**config.mk**
```make
export PLATFORM = sky130hd
export DESIGN_NAME = octant_neighborhood_gather_core
export DESIGN_NICKNAME = d
export VERILOG_FILES = /design/src/sv/ong_pkg.sv /design/src/sv/ong_ctrl.sv /design/src/sv/ong_dpath.sv /design/src/sv/octant_neighborhood_gather_core.sv
export SDC_FILE = /design/constraint.sdc
export NUM_CORES = 1
export LEC_CHECK = 0
export BUFFER_PORTS_ARGS = -buffer_cell sky130_fd_sc_hd__buf_2
export CORE_UTILIZATION = 40
export DETAILED_ROUTE_END_ITERATION = 8
export GPL_ROUTABILITY_DRIVEN = 0
export GPL_TIMING_DRIVEN = 0
export PLACE_DENSITY = 0.67
export SYNTH_ARGS = -nofsm -noshare
export SYNTH_HDL_FRONTEND = slang
export SYNTH_SLANG_ARGS = --single-unit
```
**constraint.sdc**
```tcl
create_clock -name clk -period 10.85 [get_ports clk]
set_input_delay 3.255 -clock clk [delete_from_list [all_inputs] [get_ports clk]]
set_output_delay 3.255 -clock clk [all_outputs]
set_load 0.02 [all_outputs]
```
**src/sv/ong_pkg.sv**
```systemverilog
// Shared types, constants and step tables for the octant neighborhood gather block.
// Used by ong_ctrl, ong_dpath and octant_neighborhood_gather_core; no dependencies.
package ong_pkg;

  localparam int DEF_MAX_BOARD  = 21;
  localparam int DEF_RING_LIMIT = 4;

  localparam int ROW_W   = 5;
  localparam int RAD_W   = 3;
  localparam int COLOR_W = 2;
  localparam int POS_W   = 7;

  localparam logic [ROW_W-1:0]   SIZE_RESET  = 5'd19;
  localparam logic [COLOR_W-1:0] EMPTY_RESET = 2'd0;

  localparam logic REG_BOARD_SIZE = 1'b0;
  localparam logic REG_EMPTY_CODE = 1'b1;

  localparam logic OP_WRITE = 1'b0;
  localparam logic OP_QUERY = 1'b1;

  localparam logic [1:0] SIDE_LAST = 2'd3;

  localparam logic signed [POS_W-1:0] POS_ONE = 7'sd1;
  localparam logic signed [POS_W-1:0] POS_TWO = 7'sd2;

  typedef enum logic [1:0] {
    ST_CLEAR,
    ST_IDLE,
    ST_GATHER
  } state_t;

  typedef struct packed {
    logic               opcode;
    logic [ROW_W-1:0]   cell_row;
    logic [ROW_W-1:0]   cell_col;
    logic [COLOR_W-1:0] cell_value;
    logic [RAD_W-1:0]   radius;
  } item_t;

  typedef struct packed {
    logic clear_wr;
    logic in_ready;
    logic cell_write;
    logic load_query;
    logic push_bad;
    logic step;
  } cmd_t;

  typedef struct packed {
    logic clear_done;
    logic slot_free;
    logic item_on_board;
    logic gen_last;
  } stat_t;

  function automatic logic signed [POS_W-1:0] step_h(input logic [1:0] side);
    logic signed [POS_W-1:0] d;
    case (side)
      2'd0:    d = -POS_ONE;
      2'd1:    d = -POS_ONE;
      2'd2:    d = POS_ONE;
      default: d = POS_ONE;
    endcase
    return d;
  endfunction

  function automatic logic signed [POS_W-1:0] step_f(input logic [1:0] side);
    logic signed [POS_W-1:0] d;
    case (side)
      2'd0:    d = POS_ONE;
      2'd1:    d = -POS_ONE;
      2'd2:    d = -POS_ONE;
      default: d = POS_ONE;
    endcase
    return d;
  endfunction

endpackage

```
**src/sv/ong_ctrl.sv**
```systemverilog
// Controller state machine: board clearing pass, item intake and gather sequencing.
// Depends on ong_pkg (state_t, cmd_t, stat_t, opcode constants).
module ong_ctrl (
  input  logic           clk,
  input  logic           rst,
  input  logic           in_valid,
  input  logic           in_opcode,
  input  ong_pkg::stat_t stat,
  output ong_pkg::cmd_t  cmd
);

  ong_pkg::state_t state, state_next;

  always_ff @(posedge clk) begin
    if (rst) begin
      state <= ong_pkg::ST_CLEAR;
    end else begin
      state <= state_next;
    end
  end

  always_comb begin
    state_next = state;
    unique case (state)
      ong_pkg::ST_CLEAR: begin
        if (stat.clear_done) state_next = ong_pkg::ST_IDLE;
      end
      ong_pkg::ST_IDLE: begin
        if (in_valid && stat.slot_free && in_opcode == ong_pkg::OP_QUERY &&
            stat.item_on_board) begin
          state_next = ong_pkg::ST_GATHER;
        end
      end
      ong_pkg::ST_GATHER: begin
        if (stat.slot_free && stat.gen_last) state_next = ong_pkg::ST_IDLE;
      end
      default: state_next = ong_pkg::ST_CLEAR;
    endcase
  end

  always_comb begin
    cmd = '0;
    unique case (state)
      ong_pkg::ST_CLEAR: begin
        cmd.clear_wr = 1'b1;
      end
      ong_pkg::ST_IDLE: begin
        cmd.in_ready = stat.slot_free;
        if (in_valid && stat.slot_free) begin
          if (in_opcode == ong_pkg::OP_WRITE) begin
            cmd.cell_write = stat.item_on_board;
          end else if (stat.item_on_board) begin
            cmd.load_query = 1'b1;
          end else begin
            cmd.push_bad = 1'b1;
          end
        end
      end
      ong_pkg::ST_GATHER: begin
        cmd.step = stat.slot_free;
      end
      default: cmd = '0;
    endcase
  end

endmodule

```
**src/sv/ong_dpath.sv**
```systemverilog
// Datapath: board memory, octant fold, ring walker, read stage and output register.
// Depends on ong_pkg (item_t, cmd_t, stat_t, step tables, widths).
module ong_dpath #(
  parameter int MAX_BOARD  = ong_pkg::DEF_MAX_BOARD,
  parameter int RING_LIMIT = ong_pkg::DEF_RING_LIMIT
) (
  input  logic                            clk,
  input  logic                            rst,
  input  ong_pkg::cmd_t                   cmd,
  input  ong_pkg::item_t                  item,
  input  logic [ong_pkg::ROW_W-1:0]       size,
  input  logic [ong_pkg::COLOR_W-1:0]     empty_code,
  input  logic                            out_ready,
  output ong_pkg::stat_t                  stat,
  output logic                            out_valid,
  output logic [ong_pkg::COLOR_W-1:0]     out_color,
  output logic                            out_bad,
  output logic                            out_last
);

  localparam int DEPTH = MAX_BOARD * MAX_BOARD;
  localparam int AW    = (DEPTH > 1) ? $clog2(DEPTH) : 1;
  localparam int MW    = AW + ong_pkg::ROW_W;
  localparam int PW    = ong_pkg::POS_W;
  localparam int RW    = ong_pkg::ROW_W;
  localparam int NW    = ong_pkg::RAD_W;
  localparam logic [AW-1:0] CLR_LAST = AW'(DEPTH - 1);
  localparam logic [NW-1:0] RAD_MAX  = NW'(RING_LIMIT);

  logic [ong_pkg::COLOR_W-1:0] board [DEPTH];
  logic [ong_pkg::COLOR_W-1:0] rdata;

  logic [AW-1:0] clr_cnt;

  // query walker state
  logic signed [PW-1:0] pos_h, pos_f;
  logic [NW-1:0]        ring, rad, kk;
  logic [1:0]           side;
  logic                 flip_row, flip_col, swapped;

  // read stage
  logic s2_valid, s2_bad, s2_off, s2_last;
  logic s2_move;

  // intake decode
  logic                 item_on_board;
  logic [RW:0]          half;
  logic [RW:0]          frow_w, fcol_w;
  logic [RW-1:0]        frow, fcol;
  logic                 fl_row, fl_col;
  logic [RW-1:0]        wr_r, wr_c;
  logic [MW-1:0]        wr_addr_w;

  // walker mapping
  logic signed [PW-1:0] size_s, br0, bc0, br, bc;
  logic                 map_on;
  logic [RW-1:0]        rd_r, rd_c;
  logic [MW-1:0]        rd_addr_w;
  logic                 gen_last;

  always_comb begin
    item_on_board = item.cell_row >= RW'(1) && item.cell_row <= size &&
                    item.cell_col >= RW'(1) && item.cell_col <= size;
    half   = ({1'b0, size} + (RW+1)'(1)) >> 1;
    fl_row = {1'b0, item.cell_row} > half;
    fl_col = {1'b0, item.cell_col} > half;
    frow_w = fl_row ? ({1'b0, size} + (RW+1)'(1) - {1'b0, item.cell_row})
                    : {1'b0, item.cell_row};
    fcol_w = fl_col ? ({1'b0, size} + (RW+1)'(1) - {1'b0, item.cell_col})
                    : {1'b0, item.cell_col};
    frow   = frow_w[RW-1:0];
    fcol   = fcol_w[RW-1:0];
    wr_r   = item.cell_row - RW'(1);
    wr_c   = item.cell_col - RW'(1);
    wr_addr_w = MW'(wr_r) * MW'(MAX_BOARD) + MW'(wr_c);
  end

  always_comb begin
    size_s = signed'(PW'(size));
    br0    = swapped ? pos_f : pos_h;
    bc0    = swapped ? pos_h : pos_f;
    br     = flip_row ? (size_s + ong_pkg::POS_ONE - br0) : br0;
    bc     = flip_col ? (size_s + ong_pkg::POS_ONE - bc0) : bc0;
    map_on = br >= ong_pkg::POS_ONE && br <= size_s &&
             bc >= ong_pkg::POS_ONE && bc <= size_s;
    rd_r   = br[RW-1:0] - RW'(1);
    rd_c   = bc[RW-1:0] - RW'(1);
    rd_addr_w = MW'(rd_r) * MW'(MAX_BOARD) + MW'(rd_c);
    gen_last = (ring == rad) &&
               (ring == '0 || (side == ong_pkg::SIDE_LAST && kk == ring - NW'(1)));
  end

  // board memory: one write port, one registered read port
  always_ff @(posedge clk) begin
    if (cmd.clear_wr) begin
      board[clr_cnt] <= '0;
    end else if (cmd.cell_write) begin
      board[wr_addr_w[AW-1:0]] <= item.cell_value;
    end
    if (cmd.step && map_on) begin
      rdata <= board[rd_addr_w[AW-1:0]];
    end
  end

  always_ff @(posedge clk) begin
    if (rst) begin
      clr_cnt <= '0;
    end else if (cmd.clear_wr && clr_cnt != CLR_LAST) begin
      clr_cnt <= clr_cnt + AW'(1);
    end
  end

  always_ff @(posedge clk) begin
    if (cmd.load_query) begin
      swapped  <= frow > fcol;
      pos_h    <= signed'(PW'((frow > fcol) ? fcol : frow));
      pos_f    <= signed'(PW'((frow > fcol) ? frow : fcol));
      flip_row <= fl_row;
      flip_col <= fl_col;
      rad      <= (item.radius > RAD_MAX) ? RAD_MAX : item.radius;
      ring     <= '0;
      side     <= '0;
      kk       <= '0;
    end else if (cmd.step && !gen_last) begin
      if (ring == '0) begin
        pos_h <= pos_h + ong_pkg::POS_ONE;
        ring  <= NW'(1);
        side  <= '0;
        kk    <= '0;
      end else if (kk == ring - NW'(1)) begin
        kk <= '0;
        if (side == ong_pkg::SIDE_LAST) begin
          pos_h <= pos_h + ong_pkg::POS_TWO;
          pos_f <= pos_f + ong_pkg::POS_ONE;
          ring  <= ring + NW'(1);
          side  <= '0;
        end else begin
          pos_h <= pos_h + ong_pkg::step_h(side);
          pos_f <= pos_f + ong_pkg::step_f(side);
          side  <= side + 2'd1;
        end
      end else begin
        pos_h <= pos_h + ong_pkg::step_h(side);
        pos_f <= pos_f + ong_pkg::step_f(side);
        kk    <= kk + NW'(1);
      end
    end
  end

  assign s2_move = s2_valid && (!out_valid || out_ready);

  always_ff @(posedge clk) begin
    if (rst) begin
      s2_valid <= 1'b0;
    end else if (cmd.step || cmd.push_bad) begin
      s2_valid <= 1'b1;
    end else if (s2_move) begin
      s2_valid <= 1'b0;
    end
  end

  always_ff @(posedge clk) begin
    if (cmd.push_bad) begin
      s2_bad  <= 1'b1;
      s2_off  <= 1'b0;
      s2_last <= 1'b1;
    end else if (cmd.step) begin
      s2_bad  <= 1'b0;
      s2_off  <= !map_on;
      s2_last <= gen_last;
    end
  end

  always_ff @(posedge clk) begin
    if (rst) begin
      out_valid <= 1'b0;
    end else if (s2_move) begin
      out_valid <= 1'b1;
    end else if (out_ready) begin
      out_valid <= 1'b0;
    end
  end

  always_ff @(posedge clk) begin
    if (s2_move) begin
      out_color <= s2_bad ? '0 : (s2_off ? empty_code : rdata);
      out_bad   <= s2_bad;
      out_last  <= s2_last;
    end
  end

  always_comb begin
    stat.clear_done    = clr_cnt == CLR_LAST;
    stat.slot_free     = !s2_valid || s2_move;
    stat.item_on_board = item_on_board;
    stat.gen_last      = gen_last;
  end

`ifndef SYNTHESIS
  a_push_into_free_slot: assert property (@(posedge clk) disable iff (rst)
    (cmd.step || cmd.push_bad) |-> (!s2_valid || s2_move))
    else $error("read stage overwritten while holding a result");

  a_one_source: assert property (@(posedge clk) disable iff (rst)
    !(cmd.step && cmd.push_bad))
    else $error("walker step and bad-position push in the same cycle");

  a_bad_is_last: assert property (@(posedge clk) disable iff (rst)
    (out_valid && out_bad) |-> (out_last && out_color == '0))
    else $error("bad-position result not a single zero-colored last transfer");

  a_ring_bound: assert property (@(posedge clk) disable iff (rst)
    cmd.step |-> (ring <= rad && rad <= RAD_MAX))
    else $error("walker ring beyond requested radius");
`endif

endmodule

```
**src/sv/octant_neighborhood_gather_core.sv**
```systemverilog
// Octant neighborhood gather: after reset every cell of the board is cleared, during which
// no item is taken; configuration writes are taken at any time. A query of radius r is
// loaded into the walker, then steps through 1 + 2r(r+1) board positions (41 at r = 4),
// one per cycle while the output is taken, set by the single read port of the board
// memory; each read result passes through the read stage and the output register. A
// query of an off-board cell yields one flagged transfer. The input is held while a query
// is walked; the next item is accepted back in the idle state once the last position of
// the current query has been stepped and the read stage is free.
// Depends on ong_pkg, ong_ctrl and ong_dpath.
module octant_neighborhood_gather_core #(
  parameter int MAX_BOARD  = ong_pkg::DEF_MAX_BOARD,
  parameter int RING_LIMIT = ong_pkg::DEF_RING_LIMIT
) (
  input  logic        clk,
  input  logic        rst,
  input  logic        s_tvalid,
  output logic        s_tready,
  input  logic [15:0] s_tdata,   // cell_row[4:0], cell_col[9:5], cell_value[11:10], radius[14:12]
  input  logic        s_tuser,   // opcode[0]
  output logic        m_tvalid,
  input  logic        m_tready,
  output logic [7:0]  m_tdata,   // cell_color[1:0]
  output logic        m_tuser,   // bad_position[0]
  output logic        m_tlast,
  input  logic        cfg_we,
  input  logic        cfg_index,
  input  logic [4:0]  cfg_data
);

  logic [ong_pkg::ROW_W-1:0]   board_size;
  logic [ong_pkg::COLOR_W-1:0] empty_code;
  logic [ong_pkg::ROW_W-1:0]   size;
  logic [ong_pkg::COLOR_W-1:0] color;

  ong_pkg::item_t item;
  ong_pkg::cmd_t  cmd;
  ong_pkg::stat_t stat;

  always_ff @(posedge clk) begin
    if (rst) begin
      board_size <= ong_pkg::SIZE_RESET;
      empty_code <= ong_pkg::EMPTY_RESET;
    end else if (cfg_we) begin
      unique case (cfg_index)
        ong_pkg::REG_BOARD_SIZE: board_size <= cfg_data;
        ong_pkg::REG_EMPTY_CODE: empty_code <= cfg_data[ong_pkg::COLOR_W-1:0];
        default: board_size <= board_size;
      endcase
    end
  end

  always_comb begin
    if (board_size == '0) begin
      size = ong_pkg::ROW_W'(1);
    end else if (board_size > ong_pkg::ROW_W'(MAX_BOARD)) begin
      size = ong_pkg::ROW_W'(MAX_BOARD);
    end else begin
      size = board_size;
    end
  end

  always_comb begin
    item.opcode     = s_tuser;
    item.cell_row   = s_tdata[4:0];
    item.cell_col   = s_tdata[9:5];
    item.cell_value = s_tdata[11:10];
    item.radius     = s_tdata[14:12];
  end

  ong_ctrl u_ctrl (
    .clk       (clk),
    .rst       (rst),
    .in_valid  (s_tvalid),
    .in_opcode (item.opcode),
    .stat      (stat),
    .cmd       (cmd)
  );

  ong_dpath #(
    .MAX_BOARD  (MAX_BOARD),
    .RING_LIMIT (RING_LIMIT)
  ) u_dpath (
    .clk        (clk),
    .rst        (rst),
    .cmd        (cmd),
    .item       (item),
    .size       (size),
    .empty_code (empty_code),
    .out_ready  (m_tready),
    .stat       (stat),
    .out_valid  (m_tvalid),
    .out_color  (color),
    .out_bad    (m_tuser),
    .out_last   (m_tlast)
  );

  assign s_tready = cmd.in_ready;
  assign m_tdata  = {6'b0, color};

endmodule
```
Yosys cells after proc, flatten, opt, wreduce, memory -nomap -nowiden

Memories as Yosys holds them, arrays and structs flattened. A register that Yosys moved wholly into a read port is not among the register bits.
Index checks and enable logic that the tools add are counted.
W data, S select, Z words.

Add/subtract/negate cells: 24
Multiply operators: 2
Magnitude comparators: 13
Equality and inequality tests: 13
Mux-type cells: 73
Bitwise operators: 1
Reduce and logical (&&, ||, !) cells: 42

Operators by type and width:

| cell                  | number |
|---|---|
| $mux W7               | 34 |
| $mux W5               | 6 |
| $add A7 B7 Y7         | 4 |
| $sub A5 B1 Y5 const B | 4 |
| $add A9 B5 Y9         | 2 |
| $mul A5 B5 Y9 const B | 2 |
| $mux W2               | 9 |
| $mux W3               | 6 |
| $logic_and A1 B1 Y1   | 16 |
| $gt A5 B5 Y1          | 3 |
| $mux W1               | 15 |
| $add A7 B2 Y7 const B | 2 |
| $ge A7 B2 Y1 const B  | 2 |
| $le A7 B6 Y1          | 2 |
| $sub A7 B7 Y7         | 2 |
| $add A5 B1 Y6 const B | 2 |
| $ge A5 B1 Y1 const B  | 2 |
| $le A5 B5 Y1          | 2 |
| $reduce_bool A2 Y1    | 5 |
| $sub A5 B5 Y5         | 2 |
| $add A9 B1 Y9 const B | 1 |
| $eq A9 B9 Y1 const B  | 1 |
| $mux W9               | 1 |
| $ne A9 B9 Y1 const B  | 1 |
| 22 further kinds      | 42 |

Flip-flop bits (word level): 55
Bits in writable memories: 882
Input bits: 28
Output and inout port bits: 12
Logic and storage cells: 190
Memories: 1

Memories:

| name          | depth | bits a word | rd ports | clocked after memory_dff | wr ports | line            | source |
|---|---|---|---|---|---|---|---|
| u_dpath.board | 441   | 2           | 1        | 1                        | 1        | ong_dpath.sv:30 | `logic [ong_pkg::COLOR_W-1:0] board [DEPTH];` |

Logic depth before layout (Yosys ltp)

Word-level depth: 18
Depth in mapped cells: 27
Depth with buffers taken out: 25

Hierarchy

A second synthesis with hierarchy kept.

Cells, all modules: 2938
Area, all modules: 43715.7 µm²

By module, submodules not included:

| module                          | times used | cells each | area an instance (µm²) | sequential area each (µm²) |
|---|---|---|---|---|
| ong_dpath                       | 1          | 2880       | 43186.4                | 27706.6 |
| octant_neighborhood_gather_core | 1          | 41         | 376.6                  | 140.1 |
| ong_ctrl                        | 1          | 17         | 152.6                  | 40.0 |

Least setup slack after synthesis

No wires, ideal clock.

Path type: input to register
From: input s_tdata[6]
To: memory u_dpath.board[0][0] (netlist bit) (data pin)
Library setup time: 1359 ps
Data arrival time: 10293 ps
Required time: 9491 ps
Setup slack: -802 ps
Stages on the path: 9
Path buffers: 2
Cells stage by stage: ha_1 > nor2b_1 > o21a_1 > o21ai_0 > a21o_1 > and4_1 > buf_4 > buf_4 > and2_1

Longest elaborated chain between the ends: 11
Elaborated cells on any way between the ends: 12
Those cells by class: order compare (2); mux (7); reduce/logical (3)

Ends and longest elaborated chain:

| element                           | line                                  | source |
|---|---|---|
| from (decl)                       | octant_neighborhood_gather_core.sv:18 | `input logic [15:0] s_tdata,` |
| $ge A5 B1 Y1                      | ong_dpath.sv:63                       | `item.cell_col >= RW'(1) && item.cell_col <= size;` |
| $logic_and A1 B1 Y1               | ong_dpath.sv:62                       | `item_on_board = item.cell_row >= RW'(1) && item.cell_row <= size &&` |
| $logic_and A1 B1 Y1 (*)           | ong_dpath.sv:63                       |  |
| $mux W1 (*)                       | ong_ctrl.sv:50                        | `if (in_opcode == ong_pkg::OP_WRITE) begin` |
| $mux W3 (*)                       | ong_ctrl.sv:49                        | `if (in_valid && stat.slot_free) begin` |
| $mux W4 (*)                       | ong_ctrl.sv:43                        | `unique case (state)` |
| $mux W1 (*)                       | ong_dpath.sv:97                       | `end else if (cmd.cell_write) begin` |
| $mux W1 (*)                       | ong_dpath.sv:95                       | `if (cmd.clear_wr) begin` |
| $mux W1 (implied by the code) (*) | ong_dpath.sv:98                       | `board[wr_addr_w[AW-1:0]] <= item.cell_value;` |
| $reduce_or A2 Y1 (no line) (*)    | -                                     |  |
| $mux W2 (no line) (*)             | -                                     |  |
| to (decl)                         | ong_dpath.sv:30                       |  |

Every way passes the cells marked *; elsewhere a longest branch is shown, timed or not.

Final worst setup path

From: register board_size[2] (netlist bit)
To: register u_dpath.rdata[0] (netlist bit), read port of u_dpath.board (data pin)

Longest elaborated chain between the ends: 11
Elaborated cells on any way between the ends: 21
Those cells by class: add/sub (6); mul (1); order compare (5); mux (4); reduce/logical (5)

Ends and longest elaborated chain:

| element                                               | line                                  | source |
|---|---|---|
| from (decl)                                           | octant_neighborhood_gather_core.sv:30 | `logic [ong_pkg::ROW_W-1:0] board_size;` |
| from (signal assigned)                                | octant_neighborhood_gather_core.sv:41 | `board_size <= ong_pkg::SIZE_RESET;` |
| from (signal assigned)                                | octant_neighborhood_gather_core.sv:45 | `ong_pkg::REG_BOARD_SIZE: board_size <= cfg_data;` |
| from (signal assigned)                                | octant_neighborhood_gather_core.sv:47 | `default: board_size <= board_size;` |
| $gt A5 B5 Y1                                          | octant_neighborhood_gather_core.sv:55 | `end else if (board_size > ong_pkg::ROW_W'(MAX_BOARD)) begin` |
| $mux W5                                               | octant_neighborhood_gather_core.sv:55 |  |
| $mux W5 (*)                                           | octant_neighborhood_gather_core.sv:53 | `if (board_size == '0) begin` |
| branches (longest 8 deep; another with $mul A5 B5 Y9) | -                                     |  |
| to (decl)                                             | ong_dpath.sv:31                       | `logic [ong_pkg::COLOR_W-1:0] rdata;` |

Mark *: on every way between the ends.
A chain may end at the register's enable or synchronous reset.

==> metrics.log <==
INFO  metric timing.max_cap.violations = 0
INFO  metric drc = 0
INFO  metric synth_area = 0.0439 mm²
INFO  metric timing.final.crit_share = 88.5%
INFO  metric grt.overflow.total = 0
INFO  metric synth_cells = 2817
INFO  metric antenna_left = 0
INFO  metric comb_power_share = 30.7%
INFO  metric power.share.sequential = 37.5%
INFO  metric postLayoutCellArea = 0.0493 mm²
INFO  metric cts_root_buf = clkbuf_16
INFO  metric detailroute.via_count = 26600
INFO  metric count_of_buffers_from_port_buffering = 31
INFO  metric clock_power_share = 31.9%
INFO  metric synth_ff_type = edfxtp_1
INFO  metric p_int = 6760 µW
INFO  metric worst_max_slew_pin_slew = 1480 ps
INFO  metric timing.hold.worst.class = flop to flop
INFO  metric cp-startpoint = board_size[2]
INFO  metric final.hold.worst_slack = 437 ps
INFO  metric grt_max_degree = 101
INFO  metric dr.first_iter.drc_count = 3572
INFO  metric syn_to_final_growth = 12.3%
INFO  metric antenna_found_initial = 1
INFO  metric edff_count_synth = 908
INFO  metric io_pins = 40
INFO  metric setup_tns = 0 ps
INFO  metric ys.warnings.count = 0
INFO  metric via_per_inst = 5.97
INFO  metric cts_hold_repair.buffers = 0
INFO  metric die_h = 333 µm
INFO  metric multiInputGateArea = 0.0147 mm²
INFO  metric synth_area_per_cell = 15.6 µm²
INFO  metric htree_num_levels = 3
INFO  metric place.detailed.hpwl = 83.4 mm
INFO  metric die-area = 0.111 mm²
INFO  metric initial_core_util = 40.3%
INFO  metric critical_path.max_stage_delay = 730 ps
INFO  metric clock-skew-final = 47.1 ps
INFO  metric cts-root-to-sink-buffers = 3
INFO  metric synth_async_sr_flop_share = 0%
INFO  metric cts_buf_count = 100
INFO  metric final_hold_viol_count = 0
INFO  metric reg2reg_from = board_size[2]
INFO  metric critPathMostFrequentCell = buf_2
INFO  metric drt_pre_antenna_iters = 8
INFO  metric dpl_cell_area = 0.0461 mm²
INFO  metric synth.yosys.seq_area_share = 63.5%
INFO  metric totalWireLength = 127 mm
INFO  metric arrival_time_of_the_worst_setup_path = 10020 ps
INFO  metric endpoint_kind = flop
INFO  metric leakagePower = 0.0176 µW
INFO  metric first_global_vias = 26500
INFO  metric clock_insertion_delay_worst_skew = 690 ps
INFO  metric status = finished, final reports clean
INFO  metric postcts_resize_cnt = 0
INFO  metric grt_pass1_wl = 183 mm
INFO  metric clk_pin_slew_worst_paths = 60 ps
INFO  metric min-delay-start = u_dpath.s2_last
INFO  metric tritoncts = built
INFO  metric relSlewSlack = 1.02%
INFO  metric finish_stage_setup_viols = 0
INFO  metric post_route_cells_drive_above_1_share = 23.1%
INFO  metric ys_seq_elements = 939
INFO  metric nets = 3144
INFO  metric crit_required = 11270 ps
INFO  metric criticalPathCategory = flop to flop
INFO  metric power_switching = 3760 µW
INFO  metric finalWorstPathRequiredPeriod = 9600 ps
INFO  metric powerDensity = 214 mW/mm²
INFO  metric groute.usage.overall = 22.9%
INFO  metric numClockSinks = 939
INFO  metric totalPowerFinal = 10500 µW
INFO  metric power.share.switching = 35.7%
INFO  metric number_of_buffers_inserted_to_repair_setup_after_cts = 0
INFO  metric wl_per_cell = 28.6 µm
INFO  metric die_width = 333 µm
INFO  metric std_cell_rows = 121
INFO  metric worst-path-max-fanout = 10
INFO  metric ir_drop = 0.148 mV
INFO  metric seq_area = 0.0279 mm²
INFO  metric timing.final.max_slew_violations = 0
INFO  metric achievable-frequency = 0.104 GHz
INFO  metric grt_setup_unrepaired = no
INFO  metric timing.critical_path.from_type = flop
INFO  metric crit_path_top_delay_cell = xnor2_1
INFO  metric post_synth_num_cell_types = 89
INFO  metric core_area = 0.109 mm²
INFO  metric layout.filler_cells = 9464
cell usage after synthesis, drive strengths merged (3+ instances only):
cell,instances,area (µm²)
edfxtp,908,27300
o31ai,5,47.5
a31oi,10,77.6
nor2b,28,183
fa,14,280
ha,134,1680
xor2,34,305
a21oi,66,334
nand3,70,613
nor4b,3,41.3
mux2,15,173
xnor2,41,359
mux4,231,5200
nor3,36,185
nor4,8,50.1
nand2,88,363
nand4,14,93.8
dfxtp,31,621
a22oi,34,255
o21a,9,67.6
and3,6,37.5
or2,6,37.5
and2,6,37.5
a21o,22,165
o211ai,5,37.5
a211oi,12,90.1
inv,84,315
clkbuf,30,113
mux2i,69,769
o21bai,9,67.6
a32oi,3,26.3
nor3b,6,45.0
buf,135,915
nand2b,19,119
nor2,513,2100
a311oi,3,26.3
o22ai,19,131
a211o,4,35.0
a2111oi,3,32.5
o21ai,53,295
routing by layer:
layer / global-route usage, % / wire [µm] / up-vias
met5: 0 / 0 / -
met4: 8.82 / 5140 / 0
met3: 5.17 / 13100 / 286
met2: 37.0 / 60500 / 1549
met1: 30.2 / 48600 / 13700
li1: - / - / 11100
state kept, by name, summed over array words and instances (netlist names), 2 cells and up:
register / flops
u_dpath.side: 2
empty_code: 2
u_dpath.clr_cnt: 9
u_dpath.pos_h: 7
u_dpath.out_color: 2
u_dpath.pos_f: 7
u_dpath.board: 882
u_dpath.kk: 3
board_size: 5
u_dpath.rad: 3
u_ctrl.state: 2
u_dpath.ring: 3
u_dpath.rdata: 2
final timing paths:
| path | to | slack [ps] | cells after the start |
|---|---|---|---|
| worst max-delay path | u_dpath.rdata[0] | 1250 | 26 |
| worst min-delay path | u_dpath.out_last | 440 | 0 |
| worst max register to register | u_dpath.rdata[0] | 1250 | 26 |
| worst min register to register | u_dpath.out_last | 440 | 0 |
critical path, delay by kind of cell (launching register included):
| family | cells | cell delay (ps) |
|---|---|---|
| AO/OA/AOI/OAI | 7 | 1890 |
| XOR/XNOR | 2 | 1090 |
| flip-flops | 1 | 460 |
| buffers and inverters | 6 | 2740 |
| adder cells (fa/ha/maj) | 6 | 2310 |
| AND/OR/NAND/NOR | 3 | 240 |
| multiplexers | 2 | 550 |
layout by cell type, fill, tap and decap left out, drive strengths merged, types with 4 or more instances in the layout:
| cell type | n |
|---|---|
| a211o | 4 |
| a211oi | 12 |
| a21o | 22 |
| a21oi | 66 |
| a22oi | 34 |
| a31oi | 10 |
| and2 | 6 |
| and3 | 6 |
| buf | 176 |
| bufinv | 8 |
| clkbuf | 149 |
| clkinv | 45 |
| conb | 10 |
| dfxtp | 31 |
| edfxtp | 908 |
| fa | 14 |
| ha | 134 |
| inv | 88 |
| mux2 | 15 |
| mux2i | 69 |
| mux4 | 231 |
| nand2 | 88 |
| nand2b | 19 |
| nand3 | 70 |
| nand4 | 14 |
| nor2 | 513 |
| nor2b | 28 |
| nor3 | 36 |
| nor3b | 6 |
| nor4 | 8 |
| o211ai | 5 |
| o21a | 9 |
| o21ai | 53 |
| o21bai | 9 |
| o22ai | 19 |
| o31ai | 5 |
| or2 | 6 |
| xnor2 | 41 |
| xor2 | 34 |
through the flow:
stage | utilization, % | cells | setup WS, ps
floorplan | - | 2825 | 2390
global placement | 42.1 | 4270 | -939
detailed placement | 42.4 | 4280 | 1430
CTS | 45.3 | 4457 | 1390
global route | 45.3 | 4457 | 835
finish | 45.3 | 4460 | 1250
power groups by stage:
stage	logic (µW)	clock network (µW)	registers, µW
after CTS	3120	3360	3940
final	3230	3350	3940
after floorplan	1730	0	4020
after global placement	3090	0	4020
after detailed placement	3100	0	4020
after global routing	3290	3500	3940
cell type report:
cell class	count	area share (%)
Clock inverter	58	1.12
Antenna cell	3	0.0152
Tap cell	1414	3.59
Sequential cell	939	56.6
Buffer	165	2.08
Multi-Input combinational cell	1636	29.8
Timing Repair Buffer	41	0.833
Inverter	85	0.647
Clock buffer	119	5.31
cell families after synthesis:
kind of cell    synth area share, %
xor+xnor                       1.57
flops                          63.5
simple gates                   9.06
mux                            14.0
other cells                  0.0171
compound gates                 4.23
fa+ha+maj                      4.50
buf+inv                        3.07
Power figures use the tool's default switching activity.
